**src/rtl/pbc_pkg.sv**
```systemverilog
package pbc_pkg;

	// item kinds carried on the input tuser
	localparam logic [1:0] KIND_QUAL = 2'd0;
	localparam logic [1:0] KIND_CHAR = 2'd1;
	localparam logic [1:0] KIND_END  = 2'd2;

	// configuration register indexes
	localparam int          CFG_IDX_W        = 2;
	localparam logic [1:0]  CFG_QUALITY_LIMIT = 2'd0;
	localparam logic [1:0]  CFG_DROP_ENDS     = 2'd1;
	localparam logic [1:0]  CFG_DROP_STARTS   = 2'd2;

	// pileup characters
	localparam logic [7:0] CH_CARET = 8'h5E;
	localparam logic [7:0] CH_DOLLAR = 8'h24;
	localparam logic [7:0] CH_STAR  = 8'h2A;
	localparam logic [7:0] CH_PLUS  = 8'h2B;
	localparam logic [7:0] CH_MINUS = 8'h2D;
	localparam logic [7:0] CH_DOT   = 8'h2E;
	localparam logic [7:0] CH_COMMA = 8'h2C;
	localparam logic [7:0] CH_ZERO  = 8'h30;
	localparam logic [7:0] CH_NINE  = 8'h39;
	localparam logic [7:0] DEC_BASE = 8'd10;

	// character classes: 0..3 forward bases, 4..7 reverse bases
	localparam logic [3:0] CLS_A_FWD = 4'd0;
	localparam logic [3:0] CLS_END   = 4'd8;
	localparam logic [3:0] CLS_STAR  = 4'd9;
	localparam logic [3:0] CLS_N_FWD = 4'd10;
	localparam logic [3:0] CLS_N_REV = 4'd11;
	localparam logic [3:0] CLS_DEL   = 4'd12;
	localparam logic [3:0] CLS_INS   = 4'd13;
	localparam logic [3:0] BASE_NONE = 4'd15;

	localparam logic [15:0] CNT_MAX = 16'hFFFF;

	// one input transaction
	typedef struct packed {
		logic [7:0] ref_base;
		logic [7:0] chr;
		logic [1:0] kind;
	} item_t;

	function automatic logic [3:0] classify(input logic [7:0] c);
		logic [3:0] cls;
		unique case (c)
			8'h41: cls = 4'd0;
			8'h43: cls = 4'd1;
			8'h47: cls = 4'd2;
			8'h54: cls = 4'd3;
			8'h61: cls = 4'd4;
			8'h63: cls = 4'd5;
			8'h67: cls = 4'd6;
			8'h74: cls = 4'd7;
			CH_DOLLAR: cls = CLS_END;
			CH_STAR: cls = CLS_STAR;
			8'h4E: cls = CLS_N_FWD;
			8'h6E: cls = CLS_N_REV;
			CH_MINUS: cls = CLS_DEL;
			CH_PLUS: cls = CLS_INS;
			default: cls = CLS_A_FWD;
		endcase
		return cls;
	endfunction

	// reverse-strand form of the reference base
	function automatic logic [7:0] lower_ref(input logic [7:0] c);
		logic [7:0] r;
		unique case (c)
			8'h41: r = 8'h61;
			8'h43: r = 8'h63;
			8'h47: r = 8'h67;
			8'h54: r = 8'h74;
			8'h4E: r = 8'h6E;
			default: r = c;
		endcase
		return r;
	endfunction

endpackage

```
**src/rtl/pbc_qual_buf.sv**
```systemverilog
module pbc_qual_buf #(
	parameter int DEPTH = 256,
	localparam int AW = (DEPTH > 1) ? $clog2(DEPTH) : 1
) (
	input  logic          clk,
	input  logic          wr_en,
	input  logic [AW-1:0] wr_addr,
	input  logic [7:0]    wr_data,
	input  logic [AW-1:0] rd_addr,
	output logic [7:0]    rd_data
);

	logic [7:0] mem [DEPTH];

	// one write port, one registered read port with write forwarding
	always_ff @(posedge clk) begin
		if (wr_en) begin
			mem[wr_addr] <= wr_data;
		end
		if (wr_en && (wr_addr == rd_addr)) begin
			rd_data <= wr_data;
		end else begin
			rd_data <= mem[rd_addr];
		end
	end

endmodule

```
**src/rtl/pileup_base_counter_core.sv**
```systemverilog
// Pileup base counter: quality bytes (tuser kind 0) fill a buffer of MAX_DEPTH
// entries, pileup characters (kind 1) are parsed and counted per base and
// strand, and an end item (kind 2) sends one 128-bit result with the saturated
// counts and clears the position. One transaction is accepted every clock; the
// input stalls only while an end item waits behind a result that has not been
// taken. Each item passes through the input register, and an end result is
// registered again in the result register before it is presented on the master
// side. The rate is set by the single parse step between input and result
// register, which reads the next quality byte from a prefetched buffer read
// port. The buffer needs no clearing pass after reset: entries are valid once
// loaded.
module pileup_base_counter_core #(
	parameter int MAX_DEPTH = 256
) (
	input  logic                          clk,
	input  logic                          arst_n,
	input  logic                          s_axis_tvalid,
	output logic                          s_axis_tready,
	input  logic [15:0]                   s_axis_tdata,  // char_byte, reference_base
	input  logic [1:0]                    s_axis_tuser,  // item_kind
	output logic                          m_axis_tvalid,
	input  logic                          m_axis_tready,
	output logic [127:0]                  m_axis_tdata,  // count_a, count_c, count_g,
	                                                     // count_t, forward_a, forward_c,
	                                                     // forward_g, forward_t
	input  logic                          cfg_we,
	input  logic [pbc_pkg::CFG_IDX_W-1:0] cfg_index,
	input  logic [7:0]                    cfg_data
);
	import pbc_pkg::*;

	localparam int AW = (MAX_DEPTH > 1) ? $clog2(MAX_DEPTH) : 1;
	localparam logic [AW-1:0] PTR_LAST = AW'(MAX_DEPTH - 1);

	// parse modes
	localparam logic [2:0] M_NORMAL    = 3'd0;
	localparam logic [2:0] M_MAPQ      = 3'd1;
	localparam logic [2:0] M_SKIPBASE  = 3'd2;
	localparam logic [2:0] M_STARTBASE = 3'd3;
	localparam logic [2:0] M_DIGITS    = 3'd4;
	localparam logic [2:0] M_INDELSKIP = 3'd5;

	function automatic logic [AW-1:0] ptr_inc(input logic [AW-1:0] p);
		return (p == PTR_LAST) ? '0 : p + 1'b1;
	endfunction

	// configuration
	logic [7:0] quality_limit_q;
	logic       drop_ends_q;
	logic       drop_starts_q;

	// stage registers
	logic   s1_valid;
	item_t  item_s1;
	logic   s1_fire;
	logic   out_valid_q;
	logic [127:0] out_data_q;

	// position state
	logic [AW-1:0] rd_ptr_q, rd_ptr_d;
	logic [AW-1:0] wr_ptr_q, wr_ptr_d;
	logic [15:0]   tot_q [4];
	logic [15:0]   tot_d [4];
	logic [15:0]   fwd_q [4];
	logic [15:0]   fwd_d [4];
	logic [3:0]    last_q, last_d;
	logic [2:0]    mode_q, mode_d;
	logic [15:0]   indel_q, indel_d;

	logic       wr_en;
	logic [7:0] qual;
	logic [7:0] eff_chr;
	logic [3:0] cls;
	logic [19:0] indel_prod;
	logic       is_end;

	assign is_end = (item_s1.kind == KIND_END);
	assign s1_fire = s1_valid && (!is_end || !out_valid_q || m_axis_tready);
	assign s_axis_tready = !s1_valid || s1_fire;
	assign m_axis_tvalid = out_valid_q;
	assign m_axis_tdata = out_data_q;

	// quality buffer
	pbc_qual_buf #(
		.DEPTH(MAX_DEPTH)
	) u_qual_buf (
		.clk(clk),
		.wr_en(wr_en),
		.wr_addr(wr_ptr_q),
		.wr_data(item_s1.chr),
		.rd_addr(rd_ptr_d),
		.rd_data(qual)
	);

	// configuration writes
	always_ff @(posedge clk or negedge arst_n) begin
		if (!arst_n) begin
			quality_limit_q <= '0;
			drop_ends_q <= 1'b0;
			drop_starts_q <= 1'b0;
		end else if (cfg_we) begin
			unique case (cfg_index)
				CFG_QUALITY_LIMIT: quality_limit_q <= cfg_data;
				CFG_DROP_ENDS: drop_ends_q <= cfg_data[0];
				CFG_DROP_STARTS: drop_starts_q <= cfg_data[0];
				default: ;
			endcase
		end
	end

	// character after '.' and ',' substitution
	always_comb begin
		if (item_s1.chr == CH_DOT) begin
			eff_chr = item_s1.ref_base;
		end else if (item_s1.chr == CH_COMMA) begin
			eff_chr = lower_ref(item_s1.ref_base);
		end else begin
			eff_chr = item_s1.chr;
		end
	end
	assign cls = classify(eff_chr);

	// indel length times ten plus the digit
	assign indel_prod = ({4'b0, indel_q} << 3) + ({4'b0, indel_q} << 1)
		+ {16'b0, item_s1.chr[3:0]};

	// parse step
	always_comb begin
		logic       do_normal;
		logic       do_base;
		logic       consume;
		logic [3:0] tot_inc;
		logic [3:0] fwd_inc;
		logic [3:0] tot_dec;
		logic [3:0] fwd_dec;
		logic [15:0] indel_m1;

		tot_d = tot_q;
		fwd_d = fwd_q;
		last_d = last_q;
		mode_d = mode_q;
		indel_d = indel_q;
		rd_ptr_d = rd_ptr_q;
		wr_ptr_d = wr_ptr_q;
		wr_en = 1'b0;
		do_normal = 1'b0;
		do_base = 1'b0;
		consume = 1'b0;
		tot_inc = '0;
		fwd_inc = '0;
		tot_dec = '0;
		fwd_dec = '0;
		indel_m1 = indel_q - 16'd1;

		if (s1_fire && (item_s1.kind == KIND_QUAL)) begin
			wr_en = 1'b1;
			wr_ptr_d = ptr_inc(wr_ptr_q);
		end

		// mode handling
		if (s1_fire && (item_s1.kind == KIND_CHAR)) begin
			unique case (mode_q)
				M_MAPQ: mode_d = drop_starts_q ? M_SKIPBASE : M_STARTBASE;
				M_SKIPBASE: begin
					consume = 1'b1;
					mode_d = M_NORMAL;
				end
				M_STARTBASE: begin
					mode_d = M_NORMAL;
					do_base = 1'b1;
				end
				M_DIGITS: begin
					if ((item_s1.chr >= CH_ZERO) && (item_s1.chr <= CH_NINE)) begin
						indel_d = (indel_prod > {4'b0, CNT_MAX}) ? CNT_MAX : indel_prod[15:0];
					end else if (indel_q == '0) begin
						mode_d = M_NORMAL;
						do_normal = 1'b1;
					end else begin
						indel_d = indel_m1;
						mode_d = (indel_m1 != '0) ? M_INDELSKIP : M_NORMAL;
					end
				end
				M_INDELSKIP: begin
					if (indel_q != '0) begin
						indel_d = indel_m1;
					end
					if ((indel_q == '0) || (indel_m1 == '0)) begin
						mode_d = M_NORMAL;
					end
				end
				default: begin
					mode_d = M_NORMAL;
					do_normal = 1'b1;
				end
			endcase
		end

		// read-start mark or base
		if (do_normal) begin
			if (item_s1.chr == CH_CARET) begin
				mode_d = M_MAPQ;
			end else begin
				do_base = 1'b1;
			end
		end

		// base classes
		if (do_base) begin
			if (cls < CLS_END) begin
				consume = 1'b1;
				if (qual >= quality_limit_q) begin
					last_d = cls;
					tot_inc[cls[1:0]] = 1'b1;
					fwd_inc[cls[1:0]] = !cls[2];
				end else begin
					last_d = BASE_NONE;
				end
			end else if (cls == CLS_END) begin
				if (drop_ends_q && (last_q < CLS_END)) begin
					tot_dec[last_q[1:0]] = 1'b1;
					fwd_dec[last_q[1:0]] = !last_q[2];
				end
				last_d = BASE_NONE;
			end else if (cls <= CLS_N_REV) begin
				consume = 1'b1;
				last_d = BASE_NONE;
			end else begin
				mode_d = M_DIGITS;
				indel_d = '0;
			end
		end

		if (consume) begin
			rd_ptr_d = ptr_inc(rd_ptr_q);
		end

		// saturating counter lanes
		for (int i = 0; i < 4; i++) begin
			if (tot_inc[i] && (tot_q[i] != CNT_MAX)) begin
				tot_d[i] = tot_q[i] + 16'd1;
			end
			if (fwd_inc[i] && (fwd_q[i] != CNT_MAX)) begin
				fwd_d[i] = fwd_q[i] + 16'd1;
			end
			if (tot_dec[i] && (tot_q[i] != '0)) begin
				tot_d[i] = tot_q[i] - 16'd1;
			end
			if (fwd_dec[i] && (fwd_q[i] != '0)) begin
				fwd_d[i] = fwd_q[i] - 16'd1;
			end
		end

		// end of position clears everything but the stored bytes
		if (s1_fire && is_end) begin
			for (int i = 0; i < 4; i++) begin
				tot_d[i] = '0;
				fwd_d[i] = '0;
			end
			last_d = BASE_NONE;
			mode_d = M_NORMAL;
			indel_d = '0;
			rd_ptr_d = '0;
			wr_ptr_d = '0;
		end
	end

	// control and position state
	always_ff @(posedge clk or negedge arst_n) begin
		if (!arst_n) begin
			s1_valid <= 1'b0;
			out_valid_q <= 1'b0;
			rd_ptr_q <= '0;
			wr_ptr_q <= '0;
			for (int i = 0; i < 4; i++) begin
				tot_q[i] <= '0;
				fwd_q[i] <= '0;
			end
			last_q <= BASE_NONE;
			mode_q <= M_NORMAL;
			indel_q <= '0;
		end else begin
			if (s_axis_tready) begin
				s1_valid <= s_axis_tvalid;
			end
			if (s1_fire && is_end) begin
				out_valid_q <= 1'b1;
			end else if (m_axis_tready) begin
				out_valid_q <= 1'b0;
			end
			rd_ptr_q <= rd_ptr_d;
			wr_ptr_q <= wr_ptr_d;
			tot_q <= tot_d;
			fwd_q <= fwd_d;
			last_q <= last_d;
			mode_q <= mode_d;
			indel_q <= indel_d;
		end
	end

	// payload registers
	always_ff @(posedge clk) begin
		if (s_axis_tready && s_axis_tvalid) begin
			item_s1 <= '{ref_base: s_axis_tdata[15:8], chr: s_axis_tdata[7:0],
				kind: s_axis_tuser};
		end
		if (s1_fire && is_end) begin
			out_data_q <= {fwd_q[3], fwd_q[2], fwd_q[1], fwd_q[0],
				tot_q[3], tot_q[2], tot_q[1], tot_q[0]};
		end
	end

endmodule

```
**config.mk**
```make
export PLATFORM = sky130hd
export DESIGN_NAME = pileup_base_counter_core
export DESIGN_NICKNAME = d
export VERILOG_FILES = /design/src/rtl/pbc_pkg.sv /design/src/rtl/pbc_qual_buf.sv /design/src/rtl/pileup_base_counter_core.sv
export SDC_FILE = /design/constraint.sdc
export NUM_CORES = 2
export LEC_CHECK = 0
export BUFFER_PORTS_ARGS = -buffer_cell sky130_fd_sc_hd__buf_2
export CAP_MARGIN = 20
export CORE_MARGIN = 2
export CORE_UTILIZATION = 50
export DETAILED_ROUTE_END_ITERATION = 10
export PLACE_DENSITY = 0.66
export REMOVE_ABC_BUFFERS = 1
export SLEW_MARGIN = 10
export SYNTH_ARGS = -nofsm -noshare
export SYNTH_HDL_FRONTEND = slang
export SYNTH_SLANG_ARGS = --single-unit
```
**constraint.sdc**
```tcl
create_clock -name clk -period 20.5 [get_ports clk]
set_input_delay 2.05 -clock clk [delete_from_list [all_inputs] [get_ports clk]]
set_output_delay 2.05 -clock clk [all_outputs]
set_load 0.01 [all_outputs]
```
-- Word level (Yosys, flattened, before mapping)
Memories as Yosys holds them, arrays and structs flattened. A register that Yosys moved wholly into a read port is not among the register bits.
Index checks and enable logic that the tools add are counted.
- flip-flop bits (word level): 325
- memories: 1
- output and inout bits: 130
- bits of input ports: 33
- RAM bits: 2048
- word-level logic and storage cells: 259
- memory list (name ; depth ; width ; rd ports ; clocked after Yosys merged registers in ; write ports ; RTL line ; source):
    u_qual_buf.mem ; 256 ; 8 ; 1 ; 1 ; 1 ; pbc_qual_buf.sv:13 ; logic [7:0] mem [DEPTH];
- reduce and logical (&&, ||, !) cells: 65
- multiplexer cells: 96
- bitwise logic cells: 2
- $add $sub $neg: 21
- order comparisons: 11
- equality and inequality tests: 41
- operators with widths (operator ; count):
    $mux W16 ; 26
    $reduce_bool A16 Y1 ; 10
    $sub A16 B1 Y16 const B ; 9
    $add A16 B1 Y16 const B ; 8
    $mux W64 ; 2
    $ne A16 B16 Y1 const B ; 8
    $eq A8 B7 Y1 const B ; 15
    $mux W4 ; 20
    $mux W8 ; 8
    $pmux W4 S13 ; 1
    $eq A8 B6 Y1 const B ; 6
    $pmux W8 S5 ; 1
    $mux W3 ; 12
    $logic_not A16 Y1 ; 2
    $pmux W16 S2 ; 1
    $logic_and A1 B1 Y1 ; 25
    $reduce_bool A3 Y1 ; 8
    $mux W1 ; 21
    $add A19 B17 Y20 ; 1
    $add A20 B4 Y20 ; 1
    $gt A20 B16 Y1 const B ; 1
    $add A8 B1 Y8 const B ; 2
    $eq A8 B8 Y1 const B ; 2
    $pmux W3 S3 ; 1
    23 further kinds ; 45

-- Longest topological paths before layout
- depth in word-level cells: 18
- depth in mapped cells: 20
- gate-level depth less buffers: 19

-- Cells and area by module
Synthesis repeated with hierarchy kept, for this count alone.
- cell total of the unflattened synthesis: 5682
- area, all modules: 99370.3 µm²
- by module, submodules not included (module ; cells each ; area an instance (µm²) ; times used ; sequential area each (µm²)):
    pbc_qual_buf ; 3733 ; 79556.3 ; 1 ; 61659.1
    pileup_base_counter_core ; 1949 ; 19814.0 ; 1 ; 8868.5

-- Worst setup path before layout
OpenSTA, ideal clock, no wires.
- kind: reg-to-reg
- start point: register item_s1[8] (netlist bit)
- end point: register fwd_q[46] (netlist bit)
- setup slack: 11837 ps
- library setup time: 125 ps
- required time: 20375 ps
- path buffers: 1
- clock period less this slack: 8663 ps
- arrival time: 8538 ps
- stages on the path, launching flop included: 20
- cell sequence: edfxtp_1 -> nor3b_1 -> nand3_1 -> o21ai_1 -> or2_1 -> buf_6 -> nor4_1 -> nand2_1 -> nor3_1 -> inv_1 -> fa_1 -> nor2b_1 -> o21ai_0 -> nand2b_1 -> nand2_1 -> a2111oi_0 -> nor3_1 -> o41ai_1 -> xnor2_1 -> mux2i_1
- word-level cells in the longest chain between the ends: 15
- elaborated cells between the ends (all ways): 47
- those cells by class: order compare (5); eq/ne (17); mux (18); bitwise (1); reduce/logical (6)
- RTL lines (element ; RTL line ; source):
    start: declaration ; pileup_base_counter_core.sv:54 ; item_t item_s1;
    start signal: assignment ; pileup_base_counter_core.sv:303 ; item_s1 <= '{ref_base: s_axis_tdata[15:8], chr: s_axis_tdata[7:0],
    $eq A8 B6 Y1 ; pileup_base_counter_core.sv:115 ; end else if (item_s1.chr == CH_COMMA) begin
    $mux W8 ; pileup_base_counter_core.sv:115 ;
    $mux W8 ; pileup_base_counter_core.sv:113 ; if (item_s1.chr == CH_DOT) begin
    $eq A8 B6 Y1 / $eq A8 B7 Y1 (equally long branches) ; pbc_pkg.sv:47 ; unique case (c)
    $pmux W4 S13 ; pbc_pkg.sv:47 ;
    $lt A2 B3 Y1 (implied by the code) / $ge A2 B1 Y1 (equally long branches) ; pileup_base_counter_core.sv:214 ; fwd_inc[cls[1:0]] = !cls[2];
    $logic_and A1 B1 Y1 (implied by the code) ; pileup_base_counter_core.sv:214 ;
    $mux W1 (implied by the code) ; pileup_base_counter_core.sv:214 ;
    $demux W1 S2 ; pileup_base_counter_core.sv:214 ;
    $and A4 B4 Y4 (no source line) ; -- ;
    $mux W4 ; pileup_base_counter_core.sv:211 ; if (qual >= quality_limit_q) begin
    $mux W4 ; pileup_base_counter_core.sv:209 ; if (cls < CLS_END) begin
    $mux W4 ; pileup_base_counter_core.sv:208 ; if (do_base) begin
    $logic_and A1 B1 Y1 ; pileup_base_counter_core.sv:242 ; if (fwd_inc[i] && (fwd_q[i] != CNT_MAX)) begin
    $reduce_bool A3 Y1 (no source line) ; -- ;
    end signal: assignment ; pileup_base_counter_core.sv:293 ; fwd_q <= fwd_d;
    end: declaration ; pileup_base_counter_core.sv:64 ; logic [15:0] fwd_q [4];
Several ways; a longest one is shown, not always the timed one.
A chain may end at the register's enable or synchronous reset.

==> results by group <==
Run status
  • Status: completed

Logic synthesis
  • Most frequent cell after synthesis: edfxtp_1
  • Synth area leaders: edfxtp_1, mux4_2, dfrtp_1, ha_1, nor2_1
  • Top cell type's share of synthesized area: approximately 67%
  • Top_reg_cell synth: edfxtp_1
  • Number of flops mapped to enable cells by yosys: 2194
  • Count of state elements after synthesis: ~2400
  • Register area share after synthesis: between 70% and 80%
  • Cells after Synth: between 5000 and 6000
  • Ys Warns: 0
  • Cell taking the most area after synthesis: edfxtp_1
  • Synthesized cell area: between 90000 and 100000 µm²
  • Asr flop ratio synth: 7.52%
  • Avg Cell Area, Syn: 19.1 µm²
  • Synth top cells by count: edfxtp_1, mux4_2, nor2_1
  • Netlist cell types: slightly below 90

Pwr
  • Peak VDD IR: 0.000119 V
  • PD cells: 107 nW/µm²
  • Power, Total: ~12 mW
  • Standby leakage power: about 37 nW

Timing
  • Slew Limit Fails: 0
  • Slew of the pin with the lowest slew margin: ~1200 ps
  • Fmax: 109 MHz
  • Clock Skew: 40.7 ps
  • Crit share post-route: approximately 45%
  • RSZ-0062 raised after global routing: no
  • Setup TNS: 0 ps
  • Fin crit period: a little over 9000 ps
  • Relative slew slack: a little over a fifth
  • Setup ws final: between 10000 and 15000 ps
  • WHS: slightly above 500 ps
  • Final hold vios: 0
  • Final setup fails: 0

Cells and area
  • Final Cell Area: about 110000 µm²
  • Core Util, Final: a little under three fifths
  • Final std cells w/o fill: between 8000 and 9000
  • Final net count: 5655
  • Area growth from synthesis to layout: 12.1%
  • Final-layout fill cell count: 14800
  • Layout cell share with drive strength beyond 1: 23.7%

Detailed routing
  • Pre-Repair DR Iteration Count: 6
  • Routed Antenna Nets: 0
  • DR vias/cell: just over 6
  • Vias: about 51000
  • Final WL: around 230000 µm
  • Violation count after the first detailed-route iteration: 5971
  • WL per Instance: around 28 µm
  • Remaining DRCs: 0

CTS
  • CTS Buf Count: about 240
  • CTS tree: yes
  • Post-CTS Hold Fix Bufs: 0
  • # resized after CTS: 0
  • Clock insertion delay at the later pin of the skew report: approximately 880 ps
  • Clk slew on worst S/H paths: roughly 70 ps
  • Post-CTS setup buffer count: 0
  • Root Buffer: clkbuf_16
  • Htree depth: 4
  • Clock buffer depth: 3
  • # clock sinks: around 2400

Critical path
  • Reg2reg end: tot_q[4]$_DFFE_PN0P_
  • CP max FO: between 100 and 150
  • R2R cell count: 17
  • Critical Path AT: between 9000 and 10000 ps
  • Flop2flop setup slack: 11350 ps
  • Worst setup EP type: register
  • Crit Path Class: register to register
  • Crit path launch type: register
  • Required time worst endpoint: approximately 21000 ps

Placed design
  • Gpl congestion: between 0.8 and 0.9
  • Place WS: 11200 ps
  • Hpwl dp: 144000 µm
  • Placed inst area: 103000 µm²
  • Placed cells: 7843
  • Port-buffer cells: 162

GRT
  • Total grt overflow: 0
  • Initial antenna violation count: 6
  • Gr usage total: 23.3%
  • First-pass GRT wire length: ~350000 µm
  • Largest net degree at the start of global routing: about 190
  • Number of global-route vias before repair: roughly 51000

Min path
  • Min-Delay Path Class: register to register
  • Hold Path Depth: 1
  • Hold path start: rd_ptr_q[4]$_DFF_PN0_

Floorplan
  • Starting Density: 50.2%
  • Die W: around 450 µm
  • Row count: about 160
  • Die ar.: between 200000 and 250000 µm²
  • IO Pins: approximately 160
  • Die Span Y: between 400 and 500 µm
  • CORE AREA: approximately 200000 µm²

Job
  • Max-cap viol count: 0
[cells in the final DEF (no fill, tap or decap), drive strengths merged, types with 116 or more instances in the layout]
master / count
o21ai: 116
mux4: 680
mux2i: 122
nand2: 235
ha: 159
nor2: 367
dfrtp: 175
edfxtp: 2194
clkbuf: 307
buf: 265
[worst max-delay path by stage]
stage	end	slack, ps	cells after the start
final	tot_q[4]$_DFFE_PN0P_	11350	17
after global routing	tot_q[4]$_DFFE_PN0P_	10830	17
after CTS	tot_q[4]$_DFFE_PN0P_	11210	17
after detailed placement	tot_q[4]$_DFFE_PN0P_	11200	17
after global placement	tot_q[4]$_DFFE_PN0P_	10830	18
after floorplan	tot_q[16]$_DFFE_PN0P_	-4910	14
[layer usage]
layer	up-vias	part of all wire, %	GRT usage [%]
met5	-	0.017	0
met4	6	2.2	5.55
met1	27100	42	33.9
li1	21800	-	-
met3	322	6.9	3.58
met2	2018	49	37.5
[worst max-delay path, stage by stage, from the launching register on]
cell and delay (ps):
dfxtp_4 840, buf_4 820, buf_12 670, buf_12 730, mux4_2 630, mux4_2 520
mux4_2 510, mux4_2 470, ha_1 320, and3_1 160, a21oi_1 120, o21ai_0 130
o31ai_2 730, a211o_1 300, a21o_1 420, a2111oi_4 80, nor2_2 810, mux2_2 410
[cell type report]
cell class                 instances  area, µm²  share of cell area (%)
clock buffer                     305       6260                    5.64
sequential                      2381      70500                    63.6
clock inverter                   142       1500                    1.35
timing repair buffer             267       1780                    1.60
antenna                            2       5.00                 0.00451
multi-input combinational       2495      27200                    24.6
tap                             2640       3300                    2.98
inverter                          72        275                   0.248
[state kept, by name, summed over array words and instances, names as in the netlist, 8 cells and up, named ones only]
name             cells
m_axis_tdata       128
indel_q             16
u_qual_buf.mem    2048
wr_ptr_q             8
quality_limit_q      8
fwd_q               64
rd_ptr_q             8
tot_q               64
item_s1             18
[where the power goes]
part / switching [mW] / leakage, nW / internal [mW]
Sequential: 0.117 / 22.3 / 5.37
Combinational: 1.08 / 10.6 / 1.02
Clock: 1.86 / 3.73 / 2.46
Total: 3.07 / 36.6 / 8.85
[cell families (layout without fill, tap and decap cells)]
family,count (synthesis),count (layout),share of synthesized area (%)
AO/OA/AOI/OAI,422,422,2.80
XOR/XNOR,126,126,1.12
adder cells (fa/ha/maj),169,169,2.21
buffers and inverters,314,786,1.25
flip-flops,2381,2381,71.3
multiplexers,806,806,16.8
other,0,2,0
AND/OR/NAND/NOR,972,972,4.58
Note: power is estimated with default switching activity, not from simulation.
